--- config.mk ---
export PLATFORM = sky130hd
export DESIGN_NAME = utf8_bmp_stream_decoder
export DESIGN_NICKNAME = d
export VERILOG_FILES = /design/src/rtl/core/u8bmp_pkg.sv /design/src/rtl/core/u8bmp_decode.sv /design/src/rtl/core/utf8_bmp_stream_decoder.sv
export SDC_FILE = /design/constraint.sdc
export NUM_CORES = 1
export LEC_CHECK = 0
export BUFFER_PORTS_ARGS = -buffer_cell sky130_fd_sc_hd__buf_2
export CORE_MARGIN = 5
export CORE_UTILIZATION = 25
export DETAILED_ROUTE_END_ITERATION = 8
export REMOVE_ABC_BUFFERS = 1
export SETUP_SLACK_MARGIN = 0.1
export SYNTH_ARGS = -nofsm -noshare
export SYNTH_HDL_FRONTEND = slang
export SYNTH_SLANG_ARGS = --single-unit
export TNS_END_PERCENT = 30
--- constraint.sdc ---
create_clock -name clk -period 3.06 [get_ports clk]
set_clock_uncertainty 0.1 [all_clocks]
set_input_delay 0.153 -clock clk [delete_from_list [all_inputs] [get_ports clk]]
set_output_delay 0.153 -clock clk [all_outputs]
set_load 0.005 [all_outputs]
--- src/rtl/core/u8bmp_pkg.sv ---
// Shared types and constants for the UTF-8 BMP stream decoder.
package u8bmp_pkg;

    localparam logic [7:0] ASCII_LAST = 8'h7F;
    localparam logic [7:0] CONT_FIRST = 8'h80;
    localparam logic [7:0] CONT_LAST  = 8'hBF;
    localparam logic [7:0] LEAD2_LAST = 8'hDF;
    localparam logic [7:0] LEAD3_LAST = 8'hEF;
    localparam logic [7:0] LEAD4_LAST = 8'hF7;

    localparam logic [15:0] REPLACE_CHAR = 16'h003F;

    localparam logic [1:0] PEND_NONE = 2'd0;
    localparam logic [1:0] PEND_ONE  = 2'd1;
    localparam logic [1:0] PEND_TWO  = 2'd2;

    typedef logic [1:0] pend_t;
    typedef logic [9:0] partial_t;

    typedef struct packed {
        logic     emit;
        logic     [15:0] code_point;
        logic     has_char;
        logic     truncated;
        logic     end_of_string;
        pend_t    pending_next;
        partial_t partial_next;
    } dec_res_t;

endpackage

--- src/rtl/core/u8bmp_decode.sv ---
// Decode step for one byte: result fields and next sequence state.
module u8bmp_decode
(
    input  logic [7:0]          data_byte,
    input  logic                last_byte,
    input  u8bmp_pkg::pend_t    pending,
    input  u8bmp_pkg::partial_t partial,
    output u8bmp_pkg::dec_res_t res
);

    logic        is_cont;
    logic [15:0] acc;

    assign is_cont = data_byte inside {[u8bmp_pkg::CONT_FIRST:u8bmp_pkg::CONT_LAST]};
    assign acc     = {partial, data_byte[5:0]};

    always_comb
    begin
        res               = '0;
        res.pending_next  = pending;
        res.partial_next  = partial;
        res.end_of_string = last_byte;

        if (pending != u8bmp_pkg::PEND_NONE && is_cont)
        begin
            res.pending_next = pending - 2'd1;
            if (pending == u8bmp_pkg::PEND_ONE)
            begin
                res.code_point   = acc;
                res.has_char     = 1'b1;
                res.partial_next = '0;
            end
            else
            begin
                res.partial_next = acc[9:0];
            end
        end
        else
        begin
            // drop any open sequence and decode the byte afresh
            res.pending_next = u8bmp_pkg::PEND_NONE;
            res.partial_next = '0;
            if (data_byte <= u8bmp_pkg::ASCII_LAST)
            begin
                res.code_point = {8'h00, data_byte};
                res.has_char   = 1'b1;
            end
            else if (is_cont)
            begin
                // stray continuation: ignore
            end
            else if (data_byte <= u8bmp_pkg::LEAD2_LAST)
            begin
                res.pending_next = u8bmp_pkg::PEND_ONE;
                res.partial_next = {5'b0, data_byte[4:0]};
            end
            else if (data_byte <= u8bmp_pkg::LEAD3_LAST)
            begin
                res.pending_next = u8bmp_pkg::PEND_TWO;
                res.partial_next = {6'b0, data_byte[3:0]};
            end
            else if (data_byte <= u8bmp_pkg::LEAD4_LAST)
            begin
                res.code_point = u8bmp_pkg::REPLACE_CHAR;
                res.has_char   = 1'b1;
            end
        end

        if (last_byte)
        begin
            res.truncated    = (res.pending_next != u8bmp_pkg::PEND_NONE);
            res.pending_next = u8bmp_pkg::PEND_NONE;
            res.partial_next = '0;
        end

        res.emit = res.has_char | last_byte;
    end

endmodule

--- src/rtl/core/utf8_bmp_stream_decoder.sv ---
// Top level of the UTF-8 BMP stream decoder: input register, decode, result register.
//
//  channel | handshake           | payload
//  --------+---------------------+--------------------------------------------------
//  in      | in_valid / in_ready | data_byte[7:0], last_byte
//  out     | out_valid/out_ready | code_point[15:0], has_char, truncated, end_of_string
//
// One byte per cycle sustained while no result is stalled.
// The rate is set by the single decode step between the input and result registers.
// Reset clears the sequence state and both stage valids.
// A stalled result holds; the input register still advances on bytes that give no result.
module utf8_bmp_stream_decoder
(
    input  logic        clk,
    input  logic        rst_n,
    input  logic        in_valid,
    output logic        in_ready,
    input  logic [7:0]  data_byte,
    input  logic        last_byte,
    output logic        out_valid,
    input  logic        out_ready,
    output logic [15:0] code_point,
    output logic        has_char,
    output logic        truncated,
    output logic        end_of_string
);

    logic                in_valid_reg;
    logic [7:0]          in_byte_reg;
    logic                in_last_reg;
    u8bmp_pkg::pend_t    pending_reg;
    u8bmp_pkg::partial_t partial_reg;
    logic                out_valid_reg;
    logic                out_valid_next;
    logic [15:0]         out_code_reg;
    logic                out_has_char_reg;
    logic                out_trunc_reg;
    logic                out_eos_reg;
    u8bmp_pkg::dec_res_t dec;
    logic                out_free;
    logic                step;

    u8bmp_decode u_decode
    (
        .data_byte (in_byte_reg),
        .last_byte (in_last_reg),
        .pending   (pending_reg),
        .partial   (partial_reg),
        .res       (dec)
    );

    assign out_free = !out_valid_reg || out_ready;
    assign step     = in_valid_reg && (out_free || !dec.emit);
    assign in_ready = !in_valid_reg || step;

    always_comb
    begin
        out_valid_next = out_valid_reg;
        if (step && dec.emit)
            out_valid_next = 1'b1;
        else if (out_ready)
            out_valid_next = 1'b0;
    end

    always_ff @(posedge clk or negedge rst_n)
    begin
        if (!rst_n)
        begin
            in_valid_reg  <= 1'b0;
            out_valid_reg <= 1'b0;
            pending_reg   <= u8bmp_pkg::PEND_NONE;
            partial_reg   <= '0;
        end
        else
        begin
            if (in_ready)
                in_valid_reg <= in_valid;
            out_valid_reg <= out_valid_next;
            // advance sequence state only when the byte leaves the input register
            if (step)
            begin
                pending_reg <= dec.pending_next;
                partial_reg <= dec.partial_next;
            end
        end
    end

    always_ff @(posedge clk)
    begin
        if (in_valid && in_ready)
        begin
            in_byte_reg <= data_byte;
            in_last_reg <= last_byte;
        end
        if (step && dec.emit)
        begin
            out_code_reg     <= dec.code_point;
            out_has_char_reg <= dec.has_char;
            out_trunc_reg    <= dec.truncated;
            out_eos_reg      <= dec.end_of_string;
        end
    end

    assign out_valid     = out_valid_reg;
    assign code_point    = out_code_reg;
    assign has_char      = out_has_char_reg;
    assign truncated     = out_trunc_reg;
    assign end_of_string = out_eos_reg;

    a_pending_range: assert property (@(posedge clk) disable iff (!rst_n)
        pending_reg != 2'd3)
        else $error("pending count out of range");

    a_clear_after_last: assert property (@(posedge clk) disable iff (!rst_n)
        step && in_last_reg |=> pending_reg == u8bmp_pkg::PEND_NONE && partial_reg == '0)
        else $error("sequence state not cleared after final byte");

    a_result_reason: assert property (@(posedge clk) disable iff (!rst_n)
        out_valid_reg |-> out_has_char_reg || out_eos_reg)
        else $error("result with neither character nor end mark");

    a_trunc_no_char: assert property (@(posedge clk) disable iff (!rst_n)
        out_valid_reg && out_trunc_reg |-> !out_has_char_reg && out_eos_reg)
        else $error("truncated result carries a character");

    a_empty_code: assert property (@(posedge clk) disable iff (!rst_n)
        out_valid_reg && !out_has_char_reg |-> out_code_reg == 16'h0000)
        else $error("nonzero code point without a character");

endmodule
==> impl_results.md <==
* Period utilization at 79.7%
* Syn Inst Count at 128
* Commonest cells after routing, fill and taps aside: buf_2, edfxtp_1, dfrtp_1
* DRC at 0
* Worst Hold Class: input pin to flop
* Worst-margin pin slew at 0.550 ns
* Seq. cell area at 0.00119 mm2
* Post-Route Setup TNS at 0 ns
* Core area at 0.00714 mm2
* Status: finished, final reports clean
* Hold_sp: out_ready
* Total Routing Usage GR at 8.01%
* Worst VDD drop at 0.000286 V
* Pin count of the biggest net entering global routing at 20
* CP max stage cell: edfxtp_1
* Area Growth Syn to Fin at 28.1%
* Synth Flop Type: edfxtp_1
* CP max FO at 12
* Chip Width at 94.8 um
* Clk_lat worst skew at 0.30 ns
* Max reg flops at 16
* Inserted Clock Buffers at 5
* Seq/Total Area, Yosys at 66.3%
* Diode count at 0
* Multi-input gate area at 526 um2
* Final hold violations at 0
* Port Buffer Count at 33
* First-pass GRT wire length at 5290 um
* Post-synth ARST share at 33.3%
* Most common library cell in the layout ignoring fill and taps: buf_2
* Layout cells sized above 1 at 27.4%
* Max_slew headroom at 63.2%
* Via density at 3.77
* Final Critical Period at 2.44 ns
* Worst hold endpoint: out_valid
* Number of synthesized flops with an enable pin at 28
* WL/cell at 11.8 um
* Routed Wire Length at 3280 um
* Fillers at 732
* R2R depth at 4
* Initial antenna violation count at 0
* Routability Congestion at 0.699
* Reg2reg setup slack at 0.62 ns
* Vias at 1049
* Starting Density at 25.2%
* ANT nets after route at 0
* TritonCTS Sinks at 42
* Final hold slack at 0.175 ns
* Root buffer cell: clkbuf_8
* CTS Buffer Depth at 2
* Worst-path cell chain: and4b_1 -> or3b_1 -> o21ai_2 -> o21a_1
* Total gr overflow at 0
* Avg Inst Size Synth at 14.0 um2
* Max Clock Freq at 410 MHz
* IO Count at 34
* Largest stage delay, worst path at 0.58 ns
* Final core utilization at 32.2%
* Synthesized flop and latch total at 42
* Final setup fails at 0
* Post-CTS setup buffer count at 0
* Critical Path RT at 2.92 ns
* Reg2reg start: in_byte_reg[6]
* Die Span Y at 94.8 um
* Leak pwr at 0.973 nW
* CTS clk-pin slew, worst paths at 0.08 ns
* Cell Area, Synth at 0.00180 mm2
* Power Dens Cells at 541 mW/mm2
* Vias in the first global route at 1021
* Htree depth at 2
* Max-slew violations at 0
* DP HPWL at 2400 um
* Hold Crit Depth at 3
* Nets at 193
* Die area at 0.00898 mm2
* Ys Warns at 0
* Starting DRT DRC Count at 32
* Worst R2R End: in_byte_reg[6]
* Endpoint class of the critical path: flop
* TritonRoute pass-1 iters at 4
* WS Path Type: flop to flop
* Cell Rows at 31
* CTS tree: done
* CP startpoint kind: flop
* Arr. time, crit path at 2.30 ns
* Synth cell types at 33
* RSZ-0062 raised after global routing: false
* Max Cap Violations at 0
-- how the worst max path moves through the flow --
stage                         from              to  slack [ns]  cells after the start
global placement    in_byte_reg[6]  in_byte_reg[4]        0.71                      4
global route        pending_reg[0]        in_ready        0.45                      7
detailed placement  in_byte_reg[6]  in_byte_reg[4]        0.63                      4
floorplan           pending_reg[0]   code_point[0]        0.38                      5
CTS                 in_byte_reg[6]  in_byte_reg[4]        0.61                      4
finish              in_byte_reg[6]  in_byte_reg[6]        0.62                      4
-- per-stage QoR --
step                power [W]  setup slack (ns)  instances  cell area [um2]
detailed placement   0.000810             0.625        259             2080
global placement     0.000808             0.707        259             2080
floorplan            0.000751             0.382        124             1770
global route          0.00130             0.448        278             2300
CTS                   0.00126             0.610        278             2300
finish                0.00125             0.622        278             2300
-- power by group --
group / total, W / switching, W / internal (W)
combinational: 0.000131 / 0.0000677 / 0.0000629
clock: 0.000442 / 0.000199 / 0.000243
sequential: 0.000673 / 0.0000217 / 0.000651
total: 0.00125 / 0.000289 / 0.000957
-- cell usage after synthesis, types with 2 or more instances --
library cell / n / area (um2)
edfxtp_1: 28 / 841
mux2_1: 2 / 22.5
a21o_1: 4 / 30.0
inv_1: 13 / 48.8
nor3_1: 2 / 10.0
dfrtp_1: 14 / 350
buf_6: 2 / 22.5
mux2i_1: 10 / 100
and2_1: 12 / 75.1
ha_1: 2 / 25.0
nor2_1: 4 / 15.0
nand2_1: 12 / 45.0
o21ai_1: 2 / 10.0
nor2b_1: 2 / 12.5
-- critical path: cells and delay by family (launching register included) --
kind            cells  cell delay (ns)
compound gates      2             0.61
simple gates        2             0.81
flops               1             0.58
-- cell families after synthesis --
logic type / synth area share (%)
flip-flops: 66.3
multiplexers: 6.82
AND/OR/NAND/NOR: 14.8
buffers and inverters: 4.46
adder cells (fa/ha/maj): 1.39
AO/OA/AOI/OAI: 6.20
-- timing repair --
| action | CTS | global route |
|---|---|---|
| hold endpoints to repair | 24 | 0 |
| hold buffers | 11 | 0 |
| resized for setup | 0 | 0 |
-- final cells by class --
class	instances	share of cell area [%]
multi-input combinational	69	22.8
clock buffer	5	2.99
timing repair buffer	47	12.9
tap	99	5.38
sequential	42	51.8
clock inverter	3	1.96
inverter	13	2.12
-- layer usage --
layer  routed length (um)  global-route usage [%]
met1                 1660                    11.0
met2                 1360                    11.5
met3                  211                    2.79
met4                   45                    3.25
met5                    0                       0
Note: power is estimated with default switching activity, not from simulation.
